[src/sv/gyro_rotation_integrator_macros.svh]
// assertion macros for the gyro rotation integrator
// used by the top level only, no other dependencies
`ifndef GYRO_ROTATION_INTEGRATOR_MACROS_SVH
`define GYRO_ROTATION_INTEGRATOR_MACROS_SVH

// same-cycle implication, disabled during reset
`define GRI_ASSERT_NOW(lbl, clk, rst, ante, cons, msg) \
   lbl: assert property (@(posedge clk) disable iff (rst) (ante) |-> (cons)) else $error(msg);

// next-cycle implication, disabled during reset
`define GRI_ASSERT_NEXT(lbl, clk, rst, ante, cons, msg) \
   lbl: assert property (@(posedge clk) disable iff (rst) (ante) |=> (cons)) else $error(msg);

`endif

[src/sv/gri_pkg.sv]
// shared constants, arctangent table, index helper and command struct
// no dependencies
package gri_pkg;

   localparam int ATAN_COUNT = 30;
   localparam logic signed [31:0] ONE_Q30 = 32'sh4000_0000;
   localparam logic [35:0] HALF_PI_Q30 = 36'd1686629713;
   localparam logic [35:0] QUARTER_PI_Q30 = 36'd843314856;
   localparam logic signed [33:0] CORDIC_GAIN_INV = 34'sd652032874;
   localparam logic [4:0] MAC_ISSUES = 5'd27;
   localparam logic [4:0] MAC_LAST = 5'd29;
   localparam logic [1:0] PH_RY = 2'd0;
   localparam logic [1:0] PH_RZ = 2'd1;
   localparam logic [1:0] PH_ACC = 2'd2;

   typedef struct packed {
      logic       load_in;
      logic       angle;
      logic       reduce;
      logic [2:0] red_bit;
      logic       prep;
      logic       cordic;
      logic [4:0] step;
      logic       sincos;
      logic       mac_issue;
      logic [1:0] phase;
      logic [1:0] row;
      logic [1:0] col;
      logic [1:0] kk;
      logic       copy_a;
      logic       commit;
      logic       emit;
   } gri_cmd_type;

   function automatic logic signed [33:0] atan_q30(input logic [4:0] i);
      case (i)
         5'd0:  atan_q30 = 34'sh3243F6A8;
         5'd1:  atan_q30 = 34'sh1DAC6705;
         5'd2:  atan_q30 = 34'sh0FADBAFC;
         5'd3:  atan_q30 = 34'sh07F56EA6;
         5'd4:  atan_q30 = 34'sh03FEAB76;
         5'd5:  atan_q30 = 34'sh01FFD55B;
         5'd6:  atan_q30 = 34'sh00FFFAAA;
         5'd7:  atan_q30 = 34'sh007FFF55;
         5'd8:  atan_q30 = 34'sh003FFFEA;
         5'd9:  atan_q30 = 34'sh001FFFFD;
         5'd10: atan_q30 = 34'sh000FFFFF;
         5'd11: atan_q30 = 34'sh0007FFFF;
         5'd12: atan_q30 = 34'sh0003FFFF;
         5'd13: atan_q30 = 34'sh0001FFFF;
         5'd14: atan_q30 = 34'sh0000FFFF;
         5'd15: atan_q30 = 34'sh00007FFF;
         5'd16: atan_q30 = 34'sh00003FFF;
         5'd17: atan_q30 = 34'sh00001FFF;
         5'd18: atan_q30 = 34'sh00000FFF;
         5'd19: atan_q30 = 34'sh000007FF;
         5'd20: atan_q30 = 34'sh000003FF;
         5'd21: atan_q30 = 34'sh000001FF;
         5'd22: atan_q30 = 34'sh000000FF;
         5'd23: atan_q30 = 34'sh0000007F;
         5'd24: atan_q30 = 34'sh0000003F;
         5'd25: atan_q30 = 34'sh0000001F;
         5'd26: atan_q30 = 34'sh0000000F;
         5'd27: atan_q30 = 34'sh00000007;
         5'd28: atan_q30 = 34'sh00000003;
         5'd29: atan_q30 = 34'sh00000001;
         default: atan_q30 = 34'sh0;
      endcase
   endfunction

   // row-major index of a 3x3 entry
   function automatic logic [3:0] idx3(input logic [1:0] r, input logic [1:0] c);
      idx3 = {1'b0, r, 1'b0} + {2'b0, r} + {2'b0, c};
   endfunction

endpackage

[src/sv/gri_controller.sv]
// sequencer: input handshake, step counters, result valid
// depends on gri_pkg
module gri_controller import gri_pkg::*; #(
   parameter int CORDIC_STEPS = 16
) (
   input  logic        clock,
   input  logic        reset,
   input  logic        req_valid,
   output logic        req_ready,
   input  logic        req_end_of_scan,
   output logic        rsp_valid,
   input  logic        rsp_ready,
   output gri_cmd_type cmd
);

   localparam int NUM_STEPS = (CORDIC_STEPS < ATAN_COUNT) ? CORDIC_STEPS : ATAN_COUNT;
   localparam logic [4:0] LAST_STEP = 5'(NUM_STEPS - 1);

   localparam logic [2:0] S_IDLE   = 3'd0;
   localparam logic [2:0] S_ANGLE  = 3'd1;
   localparam logic [2:0] S_REDUCE = 3'd2;
   localparam logic [2:0] S_PREP   = 3'd3;
   localparam logic [2:0] S_CORDIC = 3'd4;
   localparam logic [2:0] S_SINCOS = 3'd5;
   localparam logic [2:0] S_MUL    = 3'd6;

   logic [2:0] state_ff, state_in;
   logic [4:0] cnt_ff, cnt_in;
   logic [1:0] phase_ff, phase_in;
   logic [1:0] row_ff, row_in, col_ff, col_in, kk_ff, kk_in;
   logic       eos_ff, eos_in;
   logic       valid_ff, valid_in;

   always_comb begin
      state_in = state_ff;
      cnt_in = cnt_ff;
      phase_in = phase_ff;
      row_in = row_ff;
      col_in = col_ff;
      kk_in = kk_ff;
      eos_in = eos_ff;
      valid_in = valid_ff && !rsp_ready;
      req_ready = 1'b0;
      cmd = '0;
      cmd.phase = phase_ff;
      cmd.row = row_ff;
      cmd.col = col_ff;
      cmd.kk = kk_ff;
      cmd.step = cnt_ff;
      cmd.red_bit = 3'(3'd4 - cnt_ff[2:0]);
      case (state_ff)
         S_IDLE: begin
            req_ready = 1'b1;
            if (req_valid) begin
               cmd.load_in = 1'b1;
               eos_in = req_end_of_scan;
               state_in = S_ANGLE;
            end
         end
         S_ANGLE: begin
            cmd.angle = 1'b1;
            cnt_in = '0;
            state_in = S_REDUCE;
         end
         S_REDUCE: begin
            cmd.reduce = 1'b1;
            if (cnt_ff == 5'd4) begin
               cnt_in = '0;
               state_in = S_PREP;
            end else begin
               cnt_in = cnt_ff + 5'd1;
            end
         end
         S_PREP: begin
            cmd.prep = 1'b1;
            state_in = S_CORDIC;
         end
         S_CORDIC: begin
            cmd.cordic = 1'b1;
            if (cnt_ff == LAST_STEP) begin
               cnt_in = '0;
               state_in = S_SINCOS;
            end else begin
               cnt_in = cnt_ff + 5'd1;
            end
         end
         S_SINCOS: begin
            cmd.sincos = 1'b1;
            cnt_in = '0;
            phase_in = PH_RY;
            row_in = '0;
            col_in = '0;
            kk_in = '0;
            state_in = S_MUL;
         end
         S_MUL: begin
            cmd.mac_issue = (cnt_ff < MAC_ISSUES);
            if (cmd.mac_issue) begin
               kk_in = (kk_ff == 2'd2) ? 2'd0 : kk_ff + 2'd1;
               if (kk_ff == 2'd2) begin
                  col_in = (col_ff == 2'd2) ? 2'd0 : col_ff + 2'd1;
                  if (col_ff == 2'd2)
                     row_in = (row_ff == 2'd2) ? 2'd0 : row_ff + 2'd1;
               end
            end
            if (cnt_ff != MAC_LAST) begin
               cnt_in = cnt_ff + 5'd1;
            end else if (phase_ff != PH_ACC) begin
               cmd.copy_a = 1'b1;
               phase_in = phase_ff + 2'd1;
               cnt_in = '0;
            end else if (!(eos_ff && valid_ff && !rsp_ready)) begin
               // result register must be free before an end-of-scan commit
               cmd.commit = 1'b1;
               cmd.emit = eos_ff;
               if (eos_ff)
                  valid_in = 1'b1;
               state_in = S_IDLE;
            end
         end
         default: state_in = S_IDLE;
      endcase
   end

   always_ff @(posedge clock) begin
      if (reset) begin
         state_ff <= S_IDLE;
         cnt_ff <= '0;
         phase_ff <= '0;
         row_ff <= '0;
         col_ff <= '0;
         kk_ff <= '0;
         eos_ff <= 1'b0;
         valid_ff <= 1'b0;
      end else begin
         state_ff <= state_in;
         cnt_ff <= cnt_in;
         phase_ff <= phase_in;
         row_ff <= row_in;
         col_ff <= col_in;
         kk_ff <= kk_in;
         eos_ff <= eos_in;
         valid_ff <= valid_in;
      end
   end

   assign rsp_valid = valid_ff;

endmodule

[config.mk]
export PLATFORM = sky130hd
export DESIGN_NAME = gri_controller
export DESIGN_NICKNAME = d
export VERILOG_FILES = /design/src/sv/gyro_rotation_integrator_macros.svh /design/src/sv/gri_pkg.sv /design/src/sv/gri_controller.sv
export SDC_FILE = /design/constraint.sdc
export NUM_CORES = 1
export LEC_CHECK = 0
export ABC_CLOCK_PERIOD_IN_PS = 2800
export BUFFER_PORTS_ARGS = -buffer_cell sky130_fd_sc_hd__buf_4
export CORE_ASPECT_RATIO = 1.75
export CORE_MARGIN = 2
export CORE_UTILIZATION = 45
export DETAILED_ROUTE_END_ITERATION = 12
export MAX_ROUTING_LAYER = met4
export PLACE_DENSITY = 0.81
export SYNTH_ARGS = -nofsm -noshare
export SYNTH_HDL_FRONTEND = slang
export SYNTH_SLANG_ARGS = --single-unit
[constraint.sdc]
create_clock -name clock -period 2.8 [get_ports clock]
set_clock_uncertainty 0.15 [all_clocks]
set_input_delay 0.14 -clock clock [delete_from_list [all_inputs] [get_ports clock]]
set_output_delay 0.14 -clock clock [all_outputs]
set_load 0.01 [all_outputs]
# After elaboration in Yosys (flattened, before gate mapping)
# Cells that the tools add are included.
# totals
input_bits	5
register_bits	18
word_cells	100
# op_classes
order_cmp	1
eq_ne	24
n_mux	46
reduce_logical	15
addsub	6
# ops
op	n
2-to-1 mux 2 bit	13
2-to-1 mux 3 bit	8
inequality test 2 bit, second input constant	11
case mux 3 bit (7 select lines)	1
2-to-1 mux 5 bit	4
case mux 5 bit (4 select lines)	1
case mux 2 bit (2 select lines)	4
2-to-1 mux 1 bit	15
equality test 3 bit, second input constant	3
adder 2 x 1 -> 2 bit, second input constant	4
equality test 2 bit, second input constant	3
equality test 3 x 2 -> 1 bit, second input constant	2
AND reduction 2 bit	3
AND reduction 3 bit	2
AND reduction 6 bit	1
adder 5 x 1 -> 5 bit, second input constant	1
equality test 5 x 3 -> 1 bit, second input constant	1
equality test 5 x 4 -> 1 bit, second input constant	1
< comparator 5 bit, second input constant	1
inequality test 5 bit, second input constant	1
AND reduction 4 bit	1
nonzero test 4 bit	1
equality test 3 x 1 -> 1 bit, second input constant	1
logical AND 1 bit	3
6 further kinds	6

# Longest topological paths before layout
# Gate-level depths: netlist of run 1.
# logic_depth
word_depth	7
depth_mapped	8
depth_no_buf	8

# Worst setup path after synthesis of run 1
# Ideal clock, no wire load.
# synth_path
kind	reg2reg
from	reg cnt_ff[0]
to	reg cnt_ff[2]
setup_time_ns	0.075
path_stages_with_launch	9
required_ns	2.575
period_less_slack_ns	2.028
arrival_time_ns	1.804
path_buffers	0
slack_ns	0.772
path_cell_list	dfxtp_1 ha_1 nand3_1 inv_1 ha_1 or4b_1 o21ai_2 o2111ai_1 a31oi_1
# synth_between
elab_chain_cells	3
# synth_rtl
element	line_no	text
from (decl)	gri_controller.sv:28	logic [4:0] cnt_ff, cnt_in;
from (signal assigned)	gri_controller.sv:137	cnt_ff <= cnt_in;
adder 5 x 1 -> 5 bit, or another cell as far along	gri_controller.sv:71, gri_controller.sv:84, gri_controller.sv:107	
2-to-1 mux 5 bit, or another cell as far along	gri_controller.sv:106	if (cnt_ff != MAC_LAST) begin
case mux 5 bit (4 select lines) or AND reduction 2 bit (tied branches)	--	
# Several ways; a longest one is shown, not always the timed one.
# A chain may end at the register's enable or synchronous reset.

# Worst setup path in the final report of run 1
# Same ends and word-level chain as after synthesis.

==> flow_summary.yaml, run 1 <==
worst_setup_path:
  rrSetupSlack_ns: 0.63
  cp-startpoint: "cnt_ff[0]"
  worst-path-max-fanout: 8
  critPathRequiredTime_ns: 2.85
  cp.arrival_ns: 2.22
  reg2reg_from: "cnt_ff[0]"
  critPathCaptureType: "register"
  critical_path_class: "register to register"
  cp-start-kind: "register"
logic_synthesis:
  synthSimpleGateAreaFrac_pct: 28.8
  synth_area_um2: 1210
  synthArstFlopShare_pct: 0
  ys.flop_type: "dfxtp_1"
  synth-xor-area-share_pct: 0.722
  synth_fa_ha_area_share_pct: 6.19
  synth_edf_count: 0
  synth_nets: 159
  synth_top_family_by_area: "simple AND/OR/NAND/NOR gates"
  synthMuxAreaShare_pct: 0.825
  ys_warn_count: 0
  synth_compound_area_share_pct: 25.3
  synth.distinct_cells: 47
  ys_ff_latch: 18
  post_synth.cell_area_avg_um2: 8.20
  syn-instance-count: 148
  ys_seq_area_share_pct: 29.7
power_and_ir_drop:
  irDropWorstVdd_mv: 0.346
  seq_power_share_pct: 45.1
  p_leak_nw: 0.680
  p_comb_share_pct: 20.6
  switchingPower_mw: 0.187
  pwr-share-clk_pct: 34.3
  p_int_mw: 0.456
  cellPowerDensity_nw_per_um2: 429
  swShare_pct: 29.1
clock_tree:
  cts_tree: "yes"
  post_cts_buffers: 0
  numCtsBuffers: 3
  cts-root-buf: "clkbuf_8"
  clockBufferDepth: 2
  clk_latency_ns: 0.26
  htree_levels: 1
  path_clk_slew_ns: 0.08
  numClockSinks: 18
hold_path:
  hold_class: "input port to register"
  hp-start: "rsp_ready"
drt:
  first_iter_violations: 41
  num_vias: 1219
  via_per_inst: 6.03
  drc: 0
  ant_nets: 0
  drt_first_pass_iters: 4
  wirelength_um: 3030
  wl_per_cell_um: 15.0
cells_and_area:
  fin_area_um2: 1500
  nFillCells: 233
  final_cell_mix: "buf_4, dfxtp_1, a21oi_1"
  final_common_cell: "buf_4"
  drive_above_1_share_pct: 27.3
  nets: 188
  synthToLayoutAreaGrowth_pct: 23.3
  antenna_cells: 0
global_route:
  grt_pass1_wl_um: 4810
  gr-total-overflow: 0
  grt_pass1_vias: 1121
  antenna_found_initial: 0
  grt_use_total_pct: 20.2
  grt_max_degree: 24
flow_run:
  cap_viol_max_count: 0
sta:
  rsz0062_at_grt: "no"
  min_period_over_period_pct: 77.6
  drv_slew: 0
  finalHoldViolCount: 0
  period_needed_ns: 2.17
  worstMarginPinSlew_ns: 0.574
  setup_slack_ns: 0.627
  setup_viol_count_final: 0
  relSlewSlack_pct: 61.7
  max_freq_ghz: 0.460
  setup_tns_ns: 0
  hold_slack_ns: 0.0364
placed_design:
  hpwl_um: 2270
  gp_congestion: 0.915
  place_area_um2: 1430
  io_buffers: 32
  post-place-ws_ns: 0.651
die:
  rows: 24
  ios: 33
  fp.dieW_um: 43.3
  die_y_um: 72.7
  die_area_um2: 3140
  fp.coreArea_um2: 2520
  initial_core_util_pct: 48.1
outcome:
  outcome: "completed"
[flip-flops by register name, summed over array words and instances, names as in the netlist]
name       cells
state_ff       3
row_ff         2
phase_ff       2
rsp_valid      1
col_ff         2
kk_ff          2
eos_ff         1
cnt_ff         5
[stage by stage]
step / instances / util, % / power [mW]
after global placement: 197 / 56.7 / 0.423
after CTS: 202 / 59.3 / 0.645
after floorplan: 148 / - / 0.377
after global routing: 202 / 59.3 / 0.666
final: 202 / 59.3 / 0.642
after detailed placement: 197 / 56.7 / 0.426
[kinds of logic (layout without fill, tap and decap cells)]
family | count (synthesis) | in the layout
and+or+nand+nor | 57 | 57
muxes | 1 | 1
DFF | 18 | 18
adders and majority gates | 6 | 6
AOI/OAI and AO/OA | 43 | 43
buffers and inverters | 22 | 50
xor gates and xnor gates | 1 | 1
[cell usage after synthesis (2+ instances only)]
cell	n	share of area, %
dfxtp_1	18	30
a21oi_1	14	5.8
inv_1	11	3.4
nor2_1	9	2.8
nand3_1	7	2.9
nor3_1	7	2.9
ha_1	6	6.2
nand2_1	6	1.9
nand2b_1	5	2.6
o211ai_1	4	2.5
o32ai_1	4	2.9
a211oi_1	3	1.9
a31oi_1	3	1.5
buf_4	3	1.9
nand3b_1	3	1.9
nor2b_1	3	1.5
o21ai_1	3	1.2
and2_1	2	1.0
and3_1	2	1.0
buf_2	2	0.82
clkbuf_1	2	0.62
inv_2	2	0.62
nand3b_4	2	3.3
nor3b_1	2	1.2
nor4bb_1	2	1.6
or2_2	2	1.0
[worst max-delay path, stage by stage (launching register included)]
cell       delay [ns]
dfxtp_1          0.38
ha_1             0.26
nand3_1          0.11
inv_1            0.05
ha_1             0.20
or4b_1           0.49
o21ai_2          0.13
o2111ai_1        0.15
a31oi_1          0.18
[path summary, 6_finish.rpt]
kind               end  depth (start not counted)
max          cnt_ff[2]                          8
min          rsp_valid                          3
max reg2reg  cnt_ff[2]                          8
min reg2reg  rsp_valid                          2
[cell type report]
| cell class | instances | area [um^2] | area share, % |
|---|---|---|---|
| Multi-Input combinational cell | 108 | 749 | 50.1 |
| Sequential cell | 18 | 360 | 24.1 |
| Timing Repair Buffer | 33 | 250 | 16.7 |
| Clock buffer | 4 | 55.1 | 3.68 |
| Inverter | 13 | 48.8 | 3.26 |
| Tap cell | 26 | 32.5 | 2.17 |
[power by group through the flow]
stage	Combinational, mW	Sequential (mW)	Clock (mW)
3_5_place_dp	0.131	0.295	0
2_1_floorplan	0.0905	0.287	0
4_1_cts	0.133	0.289	0.223
6_report	0.132	0.290	0.220
3_3_place_gp	0.129	0.294	0
5_1_grt	0.144	0.292	0.230
[metal layers]
metal / share of wire [%] / track usage (%)
met1: 40 / 21.0
met2: 52 / 35.5
met3: 4.8 / 1.73
met4: 4.0 / 12.8
met5: 0 / -
[repair_timing]
action                    4_1_cts  5_1_grt
hold buffers                    1        0
hold endpoints to repair        1        0
gates resized for setup         0        0
No activity file was read; power rests on OpenSTA's default activity.
==> inputs of run 2 (changes only) <==
--- a/config.mk
+++ b/config.mk
@@ -5,7 +5,8 @@
 export SDC_FILE = /design/constraint.sdc
 export NUM_CORES = 1
 export LEC_CHECK = 0
-export ABC_CLOCK_PERIOD_IN_PS = 2800
+export ABC_AREA = 1
+export ABC_CLOCK_PERIOD_IN_PS = 2200
 export BUFFER_PORTS_ARGS = -buffer_cell sky130_fd_sc_hd__buf_4
 export CORE_ASPECT_RATIO = 1.75
 export CORE_MARGIN = 2
==> constraint.sdc (replaced) <==
create_clock -name clock -period 2.2 [get_ports clock]
set_clock_uncertainty 0.15 [all_clocks]
set_input_delay 0.11 -clock clock [delete_from_list [all_inputs] [get_ports clock]]
set_output_delay 0.11 -clock clock [all_outputs]
set_load 0.01 [all_outputs]
==> run 2 against run 1 <==
Against the previous run:
- sequential share of layout area fell by 1.8 points
- clock power up 24%
- sequential power increased by 83%
- sequential cell count did not move
- register-to-register slack worse by 0.36 ns
- largest power group is now combinational logic
- synthesized cell count increased by 36%
- via count grew 12%
- combinational power grew to 7.4 times the previous value
- maximum frequency rose by 12%
- die area rose by 3.7%
- design area increased by 8.0%
- non-clock buffer count up 3
==> flow_summary.yaml, run 2 <==
drt:
  drc: 0
  wl_per_cell_um: 11.3
  num_vias: 1361
  first_iter_violations: 23
  ant_nets: 0
  drt_first_pass_iters: 4
  wirelength_um: 3000
  via_per_inst: 5.12
clock_tree:
  clk_latency_ns: 0.26
  htree_levels: 1
  cts-root-buf: "clkbuf_8"
  clockBufferDepth: 2
  numCtsBuffers: 3
  path_clk_slew_ns: 0.07
  cts_tree: "yes"
  post_cts_buffers: 0
  numClockSinks: 18
worst_setup_path:
  cpPeakStageDelay_ns: 0.55
  worst_path_max_delay_cell: "dlygate4sd3_1"
  crit_path_cell_trace: "nor2_2, inv_1, nor2_2, nand2_1, inv_1, nand2_1, a21oi_1, dlygate4sd3_1"
  ff2ff_path_depth: 8
  critical_path_class: "register to register"
  r2r-end: "eos_ff"
  cp-start-kind: "register"
  worst-path-max-fanout: 9
  critPathCaptureType: "register"
  critPathRequiredTime_ns: 2.25
  rrSetupSlack_ns: 0.27
  reg2reg_from: "state_ff[2]"
  cp.arrival_ns: 1.99
sta:
  min_period_over_period_pct: 87.9
  drv_slew: 0
  period_needed_ns: 1.93
  finalHoldViolCount: 0
  max_freq_ghz: 0.517
  relSlewSlack_pct: 69.5
  setup_viol_count_final: 0
  rsz0062_at_grt: "no"
  worstMarginPinSlew_ns: 0.457
  setup_tns_ns: 0
  hold_slack_ns: 0.261
cells_and_area:
  drive_above_1_share_pct: 24.3
  largest_reg_flops: 5
  reg_top3: "cnt_ff: 5 flops, state_ff: 3 flops"
  finalCoreUtilization_pct: 60.1
  nFillCells: 259
  final_common_cell: "nand2_1"
  top_register: "cnt_ff"
  final_cell_count_no_fill: 266
  fin_area_um2: 1620
  synthToLayoutAreaGrowth_pct: 28.0
  nets: 251
  final_cell_mix: "nand2_1, nor2_1, buf_4"
  antenna_cells: 0
global_route:
  grt_use_total_pct: 20.4
  grt.busiest_layer: "met2"
  grt_pass1_vias: 1216
  grt_pass1_wl_um: 4950
  grt_max_degree: 13
  gr-usage-met3_pct: 1.70
  gr-total-overflow: 0
  antenna_found_initial: 0
  gr-usage-met2_pct: 35.3
  use_met1_pct: 21.8
logic_synthesis:
  synth_edf_count: 0
  synth_nets: 213
  synth.largest_area_cell: "dfxtp_1"
  ys_seq_area_share_pct: 28.5
  ys_warn_count: 0
  synth_area_um2: 1260
  yosys-top-cells-count: "nand2_1, nor2_1, inv_1"
  syn-instance-count: 202
  synth.distinct_cells: 25
  netlist.area_leader.share_pct: 28.5
  yosysMostFrequentCell: "nand2_1"
  post_synth.cell_area_avg_um2: 6.25
  synth.area.top_cells: "dfxtp_1, nand2_1, nor2_1, inv_1, ha_1"
  synthArstFlopShare_pct: 0
  ys_ff_latch: 18
  ys.flop_type: "dfxtp_1"
hold_path:
  whs_endpoint: "state_ff[1]"
  hp-start: "req_valid"
  hold_class: "input port to register"
  hold-path-cell-count: 7
power_and_ir_drop:
  seq_power_share_pct: 29.8
  p_int_mw: 0.966
  irDropWorstVdd_mv: 0.803
  p_leak_nw: 0.853
  pwr-share-clk_pct: 15.3
  p_comb_share_pct: 54.9
  switchingPower_mw: 0.816
  cellPowerDensity_nw_per_um2: 1100
  swShare_pct: 45.8
placed_design:
  hpwl_um: 2300
  place_inst: 258
  gp_congestion: 0.908
  io_buffers: 32
  place_area_um2: 1520
die:
  die_y_um: 74.1
  ios: 33
  fp.coreArea_um2: 2690
  fp.dieW_um: 44.0
  initial_core_util_pct: 46.9
  die_area_um2: 3260
  rows: 25
outcome:
  outcome: "completed"
flow_run:
  cap_viol_max_count: 0
==> run 2: cell types whose count changed after synthesis, sizes merged, moves of 4 or more <==
| cell | before | now |
|---|---|---|
| nand3 | 7 | 15 |
| nor2 | 9 | 43 |
| buf | 7 | 3 |
| o211ai | 4 | 0 |
| a211oi | 4 | 0 |
| o32ai | 4 | 0 |
| nand2b | 5 | 0 |
| inv | 13 | 30 |
| nand2 | 6 | 56 |
==> run 2: layer usage <==
layer  part of all wire (%)  up-vias
met5                      0        -
met4                    3.0        0
met3                    4.3        9
met2                     52       41
met1                     40      612
li1                       -      699
==> run 2: how the worst max path moves through the flow <==
stage / from / end / slack (ns) / depth (start not counted)
3_3_place_gp: cnt_ff[0] / cnt_ff[3] / 0.39 / 8
2_1_floorplan: cnt_ff[0] / cnt_ff[3] / 0.47 / 8
3_5_place_dp: cnt_ff[0] / cnt_ff[2] / 0.32 / 8
5_1_grt: cnt_ff[0] / cnt_ff[3] / 0.07 / 8
4_1_cts: state_ff[2] / eos_ff / 0.22 / 8
6_report: state_ff[2] / eos_ff / 0.27 / 8
==> run 2: final cells by class <==
| cell class | instances | area, um^2 | area share (%) |
|---|---|---|---|
| Inverter | 30 | 113 | 6.97 |
| Multi-Input combinational cell | 151 | 774 | 47.9 |
| Timing Repair Buffer | 36 | 280 | 17.3 |
| Clock buffer | 4 | 55.1 | 3.41 |
| Sequential cell | 18 | 360 | 22.3 |
| Tap cell | 27 | 33.8 | 2.09 |
==> run 2: per-stage QoR <==
| step | setup slack, ns | total power [mW] |
|---|---|---|
| floorplan | 0.473 | 1.18 |
| global placement | 0.387 | 1.49 |
| detailed placement | 0.315 | 1.49 |
| CTS | 0.221 | 1.78 |
| global route | 0.0675 | 1.94 |
| finish | 0.266 | 1.78 |
==> run 2: repair_timing <==
item,CTS,global route
hold buffers,4,0
hold endpoints to repair,6,0
setup endpoints to repair,0,1
gates resized for setup,0,1
==> run 2: power by group through the flow <==
stage	combinational, mW	clock [mW]	sequential (mW)
3_5_place_dp	0.956	0	0.535
5_1_grt	1.11	0.287	0.545
4_1_cts	0.976	0.280	0.528
3_3_place_gp	0.954	0	0.532
6_report	0.978	0.272	0.531
2_1_floorplan	0.662	0	0.515
==> run 2: cells by family (layout without fill, tap and decap cells) <==
group,count (synthesis),in the layout,share of synthesized area [%]
compound gates,20,20,8.23
xor+xnor,1,1,0.694
fa+ha+maj,6,6,5.95
buf+inv,33,70,10.3
flops,18,18,28.5
simple gates,124,124,46.3
==> run 2: critical path: cells and delay by family (launching register included) <==
kind,cells,cell delay (ns)
AO/OA/AOI/OAI,1,0.10
AND/OR/NAND/NOR,4,0.47
buffers and inverters,3,0.70
flip-flops,1,0.45
